[src/rtnh_pkg.sv]
`timescale 1ns / 1ps
package rtnh_pkg;

  localparam int unsigned MaxFacesDefault = 65536;
  localparam int unsigned FaceW = 16;
  localparam int unsigned CoordW = 16;
  localparam int unsigned EdgeW = 17;
  localparam int unsigned VecW = 35;
  localparam int unsigned ProdW = 52;
  localparam int unsigned AccW = 56;
  localparam int unsigned DistW = 32;
  localparam int unsigned AddrW = 5;
  localparam int unsigned DataW = 32;
  localparam int unsigned StepW = 6;
  localparam int unsigned NumSteps = 33;
  localparam int unsigned DivSteps = 32;
  localparam int unsigned DivCntW = 6;

  // Register indexes.
  localparam logic [2:0] RegOriginX = 3'd0;
  localparam logic [2:0] RegOriginY = 3'd1;
  localparam logic [2:0] RegOriginZ = 3'd2;
  localparam logic [2:0] RegDirX    = 3'd3;
  localparam logic [2:0] RegDirY    = 3'd4;
  localparam logic [2:0] RegDirZ    = 3'd5;
  localparam logic [2:0] RegCull    = 3'd6;
  localparam logic [2:0] RegMinDist = 3'd7;

  typedef enum logic [1:0] {
    A_E1, A_E2, A_S, A_DIR
  } a_src_t;

  typedef enum logic [2:0] {
    B_DIR, B_S, B_E1, B_H, B_Q, B_N
  } b_src_t;

  typedef enum logic [2:0] {
    D_H, D_Q, D_N, D_DET, D_UN, D_VN, D_TN, D_ND
  } dest_t;

  typedef struct packed {
    a_src_t     a_src;
    logic [1:0] a_idx;
    b_src_t     b_src;
    logic [1:0] b_idx;
    logic       neg;
    logic       first;
    logic       last;
    dest_t      dest;
    logic [1:0] dst_idx;
  } mac_op_t;

  function automatic logic [1:0] idx_next(input logic [1:0] k);
    logic [1:0] r;
    case (k)
      2'd0:    r = 2'd1;
      2'd1:    r = 2'd2;
      default: r = 2'd0;
    endcase
    return r;
  endfunction

  function automatic logic [1:0] idx_prev(input logic [1:0] k);
    logic [1:0] r;
    case (k)
      2'd0:    r = 2'd2;
      2'd1:    r = 2'd0;
      default: r = 2'd1;
    endcase
    return r;
  endfunction

  // Micro-op table of the multiply-accumulate sequence. Cross products P x Q
  // use A = Q and B = P; component k is P[k+1]*Q[k+2] - P[k+2]*Q[k+1].
  function automatic mac_op_t mac_op(input logic [StepW-1:0] step);
    mac_op_t    op;
    logic [2:0] j;
    logic [1:0] k;
    logic       second;
    op = '0;
    j = 3'd0;
    if (step < 6'd18) begin
      if (step < 6'd6) begin
        j = step[2:0];
        op.a_src = A_E2;
        op.b_src = B_DIR;
        op.dest = D_H;
      end else if (step < 6'd12) begin
        j = 3'(step - 6'd6);
        op.a_src = A_E1;
        op.b_src = B_S;
        op.dest = D_Q;
      end else begin
        j = 3'(step - 6'd12);
        op.a_src = A_E2;
        op.b_src = B_E1;
        op.dest = D_N;
      end
      k = j[2:1];
      second = j[0];
      op.a_idx = second ? idx_next(k) : idx_prev(k);
      op.b_idx = second ? idx_prev(k) : idx_next(k);
      op.neg = second;
      op.first = !second;
      op.last = second;
      op.dst_idx = k;
    end else begin
      if (step < 6'd21) begin
        j = 3'(step - 6'd18);
        op.a_src = A_E1;
        op.b_src = B_H;
        op.dest = D_DET;
      end else if (step < 6'd24) begin
        j = 3'(step - 6'd21);
        op.a_src = A_S;
        op.b_src = B_H;
        op.dest = D_UN;
      end else if (step < 6'd27) begin
        j = 3'(step - 6'd24);
        op.a_src = A_DIR;
        op.b_src = B_Q;
        op.dest = D_VN;
      end else if (step < 6'd30) begin
        j = 3'(step - 6'd27);
        op.a_src = A_E2;
        op.b_src = B_Q;
        op.dest = D_TN;
      end else begin
        j = 3'(step - 6'd30);
        op.a_src = A_DIR;
        op.b_src = B_N;
        op.dest = D_ND;
      end
      op.a_idx = j[1:0];
      op.b_idx = j[1:0];
      op.neg = 1'b0;
      op.first = (j == 3'd0);
      op.last = (j == 3'd2);
      op.dst_idx = 2'd0;
    end
    return op;
  endfunction

endpackage

[src/ray_triangle_nearest_hit_top.sv]
`timescale 1ns / 1ps
// Nearest ray/triangle hit over a stream of triangles.
// The user sets the ray (origin, direction), back-face culling and minimum
// distance via the APB-style register port while the block is idle; not enforced.
// Each request on the input channel carries one triangle (three Q8.8 vertices)
// and a flag that marks the last triangle of a mesh. The block runs an exact
// fixed-point Moller-Trumbore test and keeps the nearest accepted hit.
// One request runs the 33 products on the one shared 17 x 35 bit multiplier,
// the sign and inside checks, the bit-serial divider, then update, finish and
// a return to idle. A test that rejects the triangle skips the divider and the
// update; a saturated distance skips the divider.
// in_stall is high while a triangle is in work.
// On the last triangle one result request is issued on the output channel
// (hit, Q16.16 distance, unnormalized normal, face position), and the hit
// tracking and face counter clear. The result sits in an output register; if
// the receiver stalls and a new result is due, the block holds in its final
// step until the old one is taken, and no input is taken meanwhile.
// Reset (synchronous, active high) restores register defaults, clears the
// tracking state and drops out_valid.
module ray_triangle_nearest_hit_top
  import rtnh_pkg::*;
#(
  parameter int unsigned MAX_FACES = MaxFacesDefault
) (
  input  logic                     clk,
  input  logic                     rst,
  input  logic                     psel,
  input  logic                     penable,
  input  logic                     pwrite,
  input  logic [AddrW-1:0]         paddr,
  input  logic [DataW-1:0]         pwdata,
  output logic [DataW-1:0]         prdata,
  output logic                     pready,
  input  logic                     in_valid,
  output logic                     in_stall,
  input  logic signed [CoordW-1:0] a_x,
  input  logic signed [CoordW-1:0] a_y,
  input  logic signed [CoordW-1:0] a_z,
  input  logic signed [CoordW-1:0] b_x,
  input  logic signed [CoordW-1:0] b_y,
  input  logic signed [CoordW-1:0] b_z,
  input  logic signed [CoordW-1:0] c_x,
  input  logic signed [CoordW-1:0] c_y,
  input  logic signed [CoordW-1:0] c_z,
  input  logic                     last_triangle,
  output logic                     out_valid,
  input  logic                     out_stall,
  output logic                     hit,
  output logic [DistW-1:0]         hit_distance,
  output logic signed [VecW-1:0]   normal_x,
  output logic signed [VecW-1:0]   normal_y,
  output logic signed [VecW-1:0]   normal_z,
  output logic [FaceW-1:0]         hit_face
);

  typedef enum logic [6:0] {
    S_IDLE  = 7'b0000001,
    S_MAC   = 7'b0000010,
    S_NORM  = 7'b0000100,
    S_CHECK = 7'b0001000,
    S_DIV   = 7'b0010000,
    S_UPD   = 7'b0100000,
    S_FIN   = 7'b1000000
  } state_t;

  localparam int unsigned CntW = 25;

  state_t state;

  // Configuration registers.
  logic signed [CoordW-1:0] origin [3];
  logic signed [CoordW-1:0] dir [3];
  logic                     cull;
  logic [DistW-1:0]         min_dist;

  // Tracking state.
  logic                   found;
  logic [DistW-1:0]       best_dist;
  logic signed [VecW-1:0] best_n [3];
  logic [FaceW-1:0]       best_face;
  logic [FaceW-1:0]       face_cnt;

  // Working registers of the current triangle.
  logic signed [EdgeW-1:0] e1 [3];
  logic signed [EdgeW-1:0] e2 [3];
  logic signed [EdgeW-1:0] sv [3];
  logic signed [VecW-1:0]  hv [3];
  logic signed [VecW-1:0]  qv [3];
  logic signed [VecW-1:0]  nv [3];
  logic signed [AccW-1:0]  det;
  logic signed [AccW-1:0]  un;
  logic signed [AccW-1:0]  vn;
  logic signed [AccW-1:0]  tn;
  logic signed [AccW-1:0]  nd;
  logic signed [AccW-1:0]  acc;
  logic                    is_last;
  logic                    reject;

  // Multiplier pipeline.
  logic [StepW-1:0]        step;
  mac_op_t                 op;
  mac_op_t                 p_op;
  logic                    p_v;
  logic signed [ProdW-1:0] prod;
  logic signed [EdgeW-1:0] mul_a;
  logic signed [VecW-1:0]  mul_b;
  logic signed [AccW-1:0]  acc_next;
  logic signed [AccW-1:0]  prod_ext;

  // Divider.
  logic [AccW-1:0]    rem;
  logic [AccW-1:0]    rem_shift;
  logic [DistW-1:0]   quo;
  logic [DistW-1:0]   nbits;
  logic [DivCntW-1:0] div_cnt;

  logic signed [AccW:0] uv_sum;
  logic [CntW-1:0]      face_inc;
  logic [FaceW-1:0]     face_next;
  logic                 cfg_wr;
  logic                 in_acc;
  logic                 fin_go;

  assign pready = 1'b1;
  assign cfg_wr = psel && penable && pwrite;
  assign in_stall = (state != S_IDLE);
  assign in_acc = in_valid && (state == S_IDLE);
  assign fin_go = (state == S_FIN) && (!is_last || !out_valid || !out_stall);

  always_comb begin
    case (paddr[4:2])
      RegOriginX: prdata = 32'({16'b0, origin[0]});
      RegOriginY: prdata = 32'({16'b0, origin[1]});
      RegOriginZ: prdata = 32'({16'b0, origin[2]});
      RegDirX:    prdata = 32'({16'b0, dir[0]});
      RegDirY:    prdata = 32'({16'b0, dir[1]});
      RegDirZ:    prdata = 32'({16'b0, dir[2]});
      RegCull:    prdata = 32'({31'b0, cull});
      RegMinDist: prdata = min_dist;
      default:    prdata = '0;
    endcase
  end

  always_ff @(posedge clk) begin
    if (rst) begin
      origin[0] <= '0;
      origin[1] <= '0;
      origin[2] <= '0;
      dir[0] <= '0;
      dir[1] <= '0;
      dir[2] <= 16'sd256;
      cull <= 1'b0;
      min_dist <= 32'd1;
    end else if (cfg_wr) begin
      case (paddr[4:2])
        RegOriginX: origin[0] <= pwdata[15:0];
        RegOriginY: origin[1] <= pwdata[15:0];
        RegOriginZ: origin[2] <= pwdata[15:0];
        RegDirX:    dir[0] <= pwdata[15:0];
        RegDirY:    dir[1] <= pwdata[15:0];
        RegDirZ:    dir[2] <= pwdata[15:0];
        RegCull:    cull <= pwdata[0];
        RegMinDist: min_dist <= pwdata;
        default:    cull <= cull;
      endcase
    end
  end

  // Operand selection for the shared multiplier.
  assign op = mac_op(step);

  always_comb begin
    case (op.a_src)
      A_E1:    mul_a = e1[op.a_idx];
      A_E2:    mul_a = e2[op.a_idx];
      A_S:     mul_a = sv[op.a_idx];
      default: mul_a = EdgeW'(dir[op.a_idx]);
    endcase
    case (op.b_src)
      B_DIR:   mul_b = VecW'(dir[op.b_idx]);
      B_S:     mul_b = VecW'(sv[op.b_idx]);
      B_E1:    mul_b = VecW'(e1[op.b_idx]);
      B_H:     mul_b = hv[op.b_idx];
      B_Q:     mul_b = qv[op.b_idx];
      B_N:     mul_b = nv[op.b_idx];
      default: mul_b = '0;
    endcase
  end

  assign prod_ext = AccW'(prod);
  assign acc_next = (p_op.first ? '0 : acc) + (p_op.neg ? -prod_ext : prod_ext);
  assign uv_sum = (AccW + 1)'(un) + (AccW + 1)'(vn);
  assign rem_shift = {rem[AccW-2:0], nbits[DistW-1]};
  assign face_inc = CntW'(face_cnt) + CntW'(1);
  assign face_next = (face_inc == CntW'(MAX_FACES)) ? '0 : face_inc[FaceW-1:0];

  always_ff @(posedge clk) begin
    prod <= ProdW'(mul_a * mul_b);
    p_op <= op;
    if (in_acc) begin
      e1[0] <= EdgeW'(b_x) - EdgeW'(a_x);
      e1[1] <= EdgeW'(b_y) - EdgeW'(a_y);
      e1[2] <= EdgeW'(b_z) - EdgeW'(a_z);
      e2[0] <= EdgeW'(c_x) - EdgeW'(a_x);
      e2[1] <= EdgeW'(c_y) - EdgeW'(a_y);
      e2[2] <= EdgeW'(c_z) - EdgeW'(a_z);
      sv[0] <= EdgeW'(origin[0]) - EdgeW'(a_x);
      sv[1] <= EdgeW'(origin[1]) - EdgeW'(a_y);
      sv[2] <= EdgeW'(origin[2]) - EdgeW'(a_z);
      is_last <= last_triangle;
    end
    if (p_v) begin
      acc <= acc_next;
      if (p_op.last) begin
        case (p_op.dest)
          D_H:     hv[p_op.dst_idx] <= acc_next[VecW-1:0];
          D_Q:     qv[p_op.dst_idx] <= acc_next[VecW-1:0];
          D_N:     nv[p_op.dst_idx] <= acc_next[VecW-1:0];
          D_DET:   det <= acc_next;
          D_UN:    un <= acc_next;
          D_VN:    vn <= acc_next;
          D_TN:    tn <= acc_next;
          default: nd <= acc_next;
        endcase
      end
    end
    if (state == S_NORM) begin
      // Fold the sign of the determinant into the numerators.
      if (det[AccW-1]) begin
        det <= -det;
        un <= -un;
        vn <= -vn;
        tn <= -tn;
      end
      reject <= (det == '0) ||
                (nv[0] == '0 && nv[1] == '0 && nv[2] == '0) ||
                (cull && !nd[AccW-1]);
    end
    if (state == S_CHECK) begin
      if (un < 0 || un > det || vn < 0 || uv_sum > (AccW + 1)'(det) || tn < 0) begin
        reject <= 1'b1;
      end
      rem <= AccW'(tn >>> 16);
      nbits <= {tn[15:0], 16'b0};
      // Integer part above 16 bits saturates the distance.
      if ((tn >>> 16) >= det) begin
        quo <= '1;
        div_cnt <= DivCntW'(DivSteps);
      end else begin
        quo <= '0;
        div_cnt <= '0;
      end
    end
    if (state == S_DIV) begin
      if (rem_shift >= AccW'(det)) begin
        rem <= rem_shift - AccW'(det);
        quo <= {quo[DistW-2:0], 1'b1};
      end else begin
        rem <= rem_shift;
        quo <= {quo[DistW-2:0], 1'b0};
      end
      nbits <= {nbits[DistW-2:0], 1'b0};
      div_cnt <= div_cnt + DivCntW'(1);
    end
    if (state == S_FIN && fin_go && is_last) begin
      hit <= found;
      hit_distance <= found ? best_dist : '0;
      normal_x <= found ? best_n[0] : '0;
      normal_y <= found ? best_n[1] : '0;
      normal_z <= found ? best_n[2] : '0;
      hit_face <= found ? best_face : '0;
    end
  end

  always_ff @(posedge clk) begin
    if (rst) begin
      state <= S_IDLE;
      step <= '0;
      p_v <= 1'b0;
      out_valid <= 1'b0;
      found <= 1'b0;
      best_dist <= '1;
      best_n[0] <= '0;
      best_n[1] <= '0;
      best_n[2] <= '0;
      best_face <= '0;
      face_cnt <= '0;
    end else begin
      p_v <= (state == S_MAC) && (step != StepW'(NumSteps));
      // A new result loads as the old one leaves; a stalled one stays.
      out_valid <= (fin_go && is_last) || (out_valid && out_stall);
      case (state)
        S_IDLE: begin
          step <= '0;
          if (in_acc) begin
            state <= S_MAC;
          end
        end
        S_MAC: begin
          if (step == StepW'(NumSteps)) begin
            state <= S_NORM;
          end else begin
            step <= step + StepW'(1);
          end
        end
        S_NORM: begin
          state <= S_CHECK;
        end
        S_CHECK: begin
          if (un < 0 || un > det || vn < 0 || uv_sum > (AccW + 1)'(det) || tn < 0 ||
              reject) begin
            state <= S_FIN;
          end else if ((tn >>> 16) >= det) begin
            state <= S_UPD;
          end else begin
            state <= S_DIV;
          end
        end
        S_DIV: begin
          if (div_cnt == DivCntW'(DivSteps - 1)) begin
            state <= S_UPD;
          end
        end
        S_UPD: begin
          state <= S_FIN;
          if (quo >= min_dist && !(found && quo >= best_dist)) begin
            found <= 1'b1;
            best_dist <= quo;
            best_n[0] <= nv[0];
            best_n[1] <= nv[1];
            best_n[2] <= nv[2];
            best_face <= face_cnt;
          end
        end
        S_FIN: begin
          if (fin_go) begin
            state <= S_IDLE;
            if (is_last) begin
              found <= 1'b0;
              best_dist <= '1;
              best_n[0] <= '0;
              best_n[1] <= '0;
              best_n[2] <= '0;
              best_face <= '0;
              face_cnt <= '0;
            end else begin
              face_cnt <= face_next;
            end
          end
        end
        default: state <= S_IDLE;
      endcase
    end
  end

`ifndef SYNTHESIS
  // A result appears only when a last triangle finishes.
  assert property (@(posedge clk) disable iff (rst)
    $rose(out_valid) |-> $past(state) == S_FIN && is_last)
    else $error("result issued outside the final step of a mesh");

  // A taken result is not repeated unless a new one is loaded.
  assert property (@(posedge clk) disable iff (rst)
    out_valid && !out_stall && !fin_go |=> !out_valid)
    else $error("result repeated after it was taken");

  // A result without a hit carries no distance and no face.
  assert property (@(posedge clk) disable iff (rst)
    out_valid && !hit |-> hit_distance == '0 && hit_face == '0)
    else $error("miss result carries hit data");

  // The multiplier sequence never runs past its table.
  assert property (@(posedge clk) disable iff (rst)
    state == S_MAC |-> step <= StepW'(NumSteps))
    else $error("multiply sequence overran");
`endif

endmodule
[config.mk]
export PLATFORM = sky130hd
export DESIGN_NAME = ray_triangle_nearest_hit_top
export DESIGN_NICKNAME = d
export VERILOG_FILES = /design/src/rtnh_pkg.sv /design/src/ray_triangle_nearest_hit_top.sv
export SDC_FILE = /design/constraint.sdc
export NUM_CORES = 2
export LEC_CHECK = 0
export BUFFER_PORTS_ARGS = -buffer_cell sky130_fd_sc_hd__buf_2
export CAP_MARGIN = 20
export CORE_MARGIN = 3
export CORE_UTILIZATION = 30
export CTS_BUF_LIST = sky130_fd_sc_hd__clkbuf_2
export DETAILED_ROUTE_END_ITERATION = 12
export PLACE_DENSITY_LB_ADDON = 0.1
export SLEW_MARGIN = 20
export SYNTH_ARGS = -nofsm -noshare
export SYNTH_HDL_FRONTEND = slang
export SYNTH_SLANG_ARGS = --single-unit
[constraint.sdc]
create_clock -name clk -period 29.4 [get_ports clk]
set_clock_uncertainty 0.2 [all_clocks]
set_input_delay 2.94 -clock clk [delete_from_list [all_inputs] [get_ports clk]]
set_output_delay 2.94 -clock clk [all_outputs]
set_load 0.02 [all_outputs]
==> summary.txt <==
Drt
  – Drt pass-1 iters: 7
  – Vias: 81229
  – Via-to-Cell Ratio: around 5.2
  – Post-route DRC violation count: 0
  – Detailed-route wire length per cell: 23.63 µm
  – Remaining antenna violation count: 0
  – Drt total wl: 370100 µm
  – Iteration-0 DRC count of the detailed router: just over 6000

Clocking
  – Setup Buffers After CTS: 0
  – Clock root cell: clkbuf_2
  – Number of gates resized after cts: 0
  – TritonCTS buffer count: approximately 410
  – CTS tree: done
  – Clk Latency, worst-skew pair: between 1500 and 2000 ps
  – Clock transition at path regs: approximately 100 ps
  – CTS H-tree depth: 5
  – # clock sinks: between 1000 and 1500
  – CTS Hold Bufs: 0
  – Maximum clock path buffer count: 4

GRT
  – GRT busiest layer: met2
  – Total global-route track usage: 0.2121
  – Met3 GRT Util: 0.03101
  – Number of global-route vias before repair: 82238
  – Grt met2 use: 0.3401
  – Met1 Use GR: 0.2984
  – Largest net degree at the start of global routing: between 100 and 150
  – Initial antenna violation count: 32
  – Global-route wire length before repair: roughly 550000 µm
  – Congestion Overflow GR: 0

Placed design
  – DP Area: ~110000 µm²
  – Final GP Congestion: roughly 0.9
  – DP HPWL: roughly 280000 µm
  – PortBufs: around 370

Finish
  – Most frequent cells in the layout: edfxtp_1, inv_1, nand2_1, nor2_1, a21oi_1
  – Commonest non-fill, non-tap cell in the layout: edfxtp_1
  – Register Area: ~39000 µm²
  – Layout area overhead: 11.32%
  – Nets: between 10000 and 15000
  – Post-route cell area: 112400 µm²
  – Multi-input gate area: around 57000 µm²
  – Ratio of cells with drive above 1 in the final layout: 0.1243
  – Util after Layout: 0.3362
  – Fillers: between 30000 and 40000

Power
  – Power density over the cells: between 100 and 150 nW/µm²
  – Sw frac: 0.4987
  – Net switching power: roughly 0.0080 W
  – VDD IR-drop max: about 0.00034 V
  – Pwr Total: 0.01614 W
  – Internal Power: around 0.008 W
  – Flop pwr share: 0.162
  – Lkg Pwr: around 48 nW
  – Gate power share: 0.740
  – Clock power share: 0.098

Worst hold path
  – Hold wc startpoint: min_dist[27]$_SDFFE_PP0P_
  – Worst Hold Depth: 2
  – Hold Crit Endpoint: min_dist[27]$_SDFFE_PP0P_
  – Tightest Hold Check Type: register to register

Timing
  – Final-report setup violation count: 0
  – Fmax achieved: about 0.073 GHz
  – Final worst path period share: 0.4678
  – Worst Max-Slew Pin Slew: 1148 ps
  – Setup TNS: 0 ps
  – Minimum clock period: roughly 14000 ps
  – RSZ-0062 raised after global routing: false
  – Slew headroom: 0.2330
  – Final hold vios: 0
  – Max Slew Vio Count: 0

Synth
  – Most used DFF post-synth: edfxtp_1
  – Sequential area share after synthesis: 0.3843
  – Yosys reg bits: roughly 1400
  – Asr flop ratio synth: 0
  – EDFF count, synth: just over 1000
  – Synth top area share: 0.3061
  – Yosys warnings: 0
  – Cell area after synthesis: 100900 µm²
  – Avg Cell Area, Syn: 9.678 µm²
  – Synthesized Nets: 11872
  – Leading area contributor after synthesis: edfxtp_1
  – Syn Inst Count: roughly 10000
  – Top cells by area, synth: edfxtp_1, fa_1, ha_1
  – Post-synthesis cell type count: about 90

Worst setup path
  – Critical register-to-register path startpoint: step[1]$_SDFFE_PP0P_
  – Cell mode on critical path: fa_1
  – R2R cell count: 37
  – Flop-to-flop setup slack: between 15000 and 20000 ps
  – Critical path class: register to register
  – Worst setup EP type: register
  – Worst stage delay on the critical path: between 700 and 800 ps
  – Worst path slowest cell: dfxtp_1
  – Crit start category: register
  – Critical Path AT: 15320 ps
  – Reg2Reg Capture Point: prod[51]$_DFF_P_
  – CP Data Required Time: 30960 ps
  – Crit path max fanout: 55

Flow run
  – Max-cap viol count: 0

Die
  – Site row count: approximately 210
  – Core area: between 300000 and 400000 µm²
  – Die Area: 343500 µm²
  – Top Ports: around 380
  – Die width: between 500 and 600 µm
  – Starting Density: 0.3020
  – Die Y: 586.1 µm

Run status
  – Run status: finished clean
==> worst max path at each step <==
stage	to	slack, ps	start
3_3_place_gp	prod[51]$_DFF_P_	15510	step[1]$_SDFFE_PP0P_
3_5_place_dp	prod[51]$_DFF_P_	15670	step[1]$_SDFFE_PP0P_
5_1_grt	prod[51]$_DFF_P_	15100	step[1]$_SDFFE_PP0P_
4_1_cts	prod[51]$_DFF_P_	15630	step[1]$_SDFFE_PP0P_
2_1_floorplan	prod[51]$_DFF_P_	18990	step[0]$_SDFFE_PP0P_
6_report	prod[51]$_DFF_P_	15650	step[1]$_SDFFE_PP0P_
==> cell usage after synthesis (33+ instances only) <==
cell type / count
xnor2_1: 243
nand3_1: 186
a31oi_1: 63
nand4_1: 116
a22oi_1: 68
a21boi_0: 52
nor2b_1: 239
o211ai_1: 75
and3_1: 59
nand2b_1: 96
buf_1: 42
and2_1: 320
o21ai_0: 488
a21oi_1: 770
mux4_2: 42
nor2_1: 854
nor3_1: 245
xor2_1: 94
o22ai_1: 131
clkbuf_1: 389
dfxtp_1: 394
a211oi_1: 33
fa_1: 578
a21o_1: 220
nand2_1: 993
mux2i_1: 175
ha_1: 676
edfxtp_1: 1029
o21a_1: 86
or4_1: 33
nor4_1: 87
or3_1: 74
o21bai_1: 44
inv_1: 1002
==> metal layers <==
layer	part of all wire	wire [µm]	up-vias
li1	-	-	37989
met1	0.47	173000	40399
met2	0.45	167700	2284
met3	0.054	20040	545
met4	0.025	9273	12
met5	0.00024	88	-
==> power groups by stage <==
| stage | logic (W) | clock network, W | registers, W |
|---|---|---|---|
| 2_1_floorplan | 0.00874 | 0 | 0.00263 |
| 3_3_place_gp | 0.0120 | 0 | 0.00266 |
| 3_5_place_dp | 0.0118 | 0 | 0.00266 |
| 4_1_cts | 0.0121 | 0.00166 | 0.00262 |
| 5_1_grt | 0.0136 | 0.00176 | 0.00263 |
| 6_report | 0.0119 | 0.00158 | 0.00262 |
==> sequential cells by signal (all words and copies together), names as in the netlist, 52 cells and up <==
signal	count
acc	56
best_n	105
det	56
hv	105
nv	140
prod	52
qv	105
rem	55
tn	56
un	56
vn	56
==> layout make-up <==
type / instances / area share
Antenna cell: 15 / 0.0003340
Tap cell: 4387 / 0.04885
Clock inverter: 119 / 0.006280
Inverter: 1007 / 0.03366
Clock buffer: 620 / 0.02761
Multi-Input combinational cell: 7551 / 0.5100
Timing Repair Buffer: 541 / 0.02802
Sequential cell: 1423 / 0.3452
==> through the flow <==
stage                     hold slack, ps  setup WS, ps  cells
after global placement             245.4         15510  14908
after CTS                          264.0         15630  15647
after floorplan                    206.4         18990  10429
final                              264.6         15650  15663
after detailed placement           250.2         15670  14908
after global routing               278.9         15100  15661
==> critical path: cells and delay by family (launching register included) <==
| kind | cells | cell delay [ps] |
|---|---|---|
| AO/OA/AOI/OAI | 17 | 5300 |
| XOR/XNOR | 1 | 150 |
| adder cells (fa/ha/maj) | 7 | 3630 |
| buffers and inverters | 8 | 2610 |
| flip-flops | 1 | 790 |
| multiplexers | 1 | 190 |
| AND/OR/NAND/NOR | 3 | 670 |
==> logic make-up (layout without fill, tap and decap cells) <==
| family | count (synthesis) | after routing | synth area share |
|---|---|---|---|
| AOI/OAI and AO/OA | 2324 | 2324 | 0.1438 |
| xor gates and xnor gates | 338 | 338 | 0.02940 |
| adders and majority gates | 1254 | 1254 | 0.1984 |
| buffers and inverters | 1455 | 2287 | 0.05434 |
| DFF | 1423 | 1423 | 0.3843 |
| muxes | 223 | 223 | 0.02739 |
| other | 1 | 16 | 0.00003715 |
| and+or+nand+nor | 3411 | 3411 | 0.1623 |
Note: power is estimated with default switching activity, not from simulation.
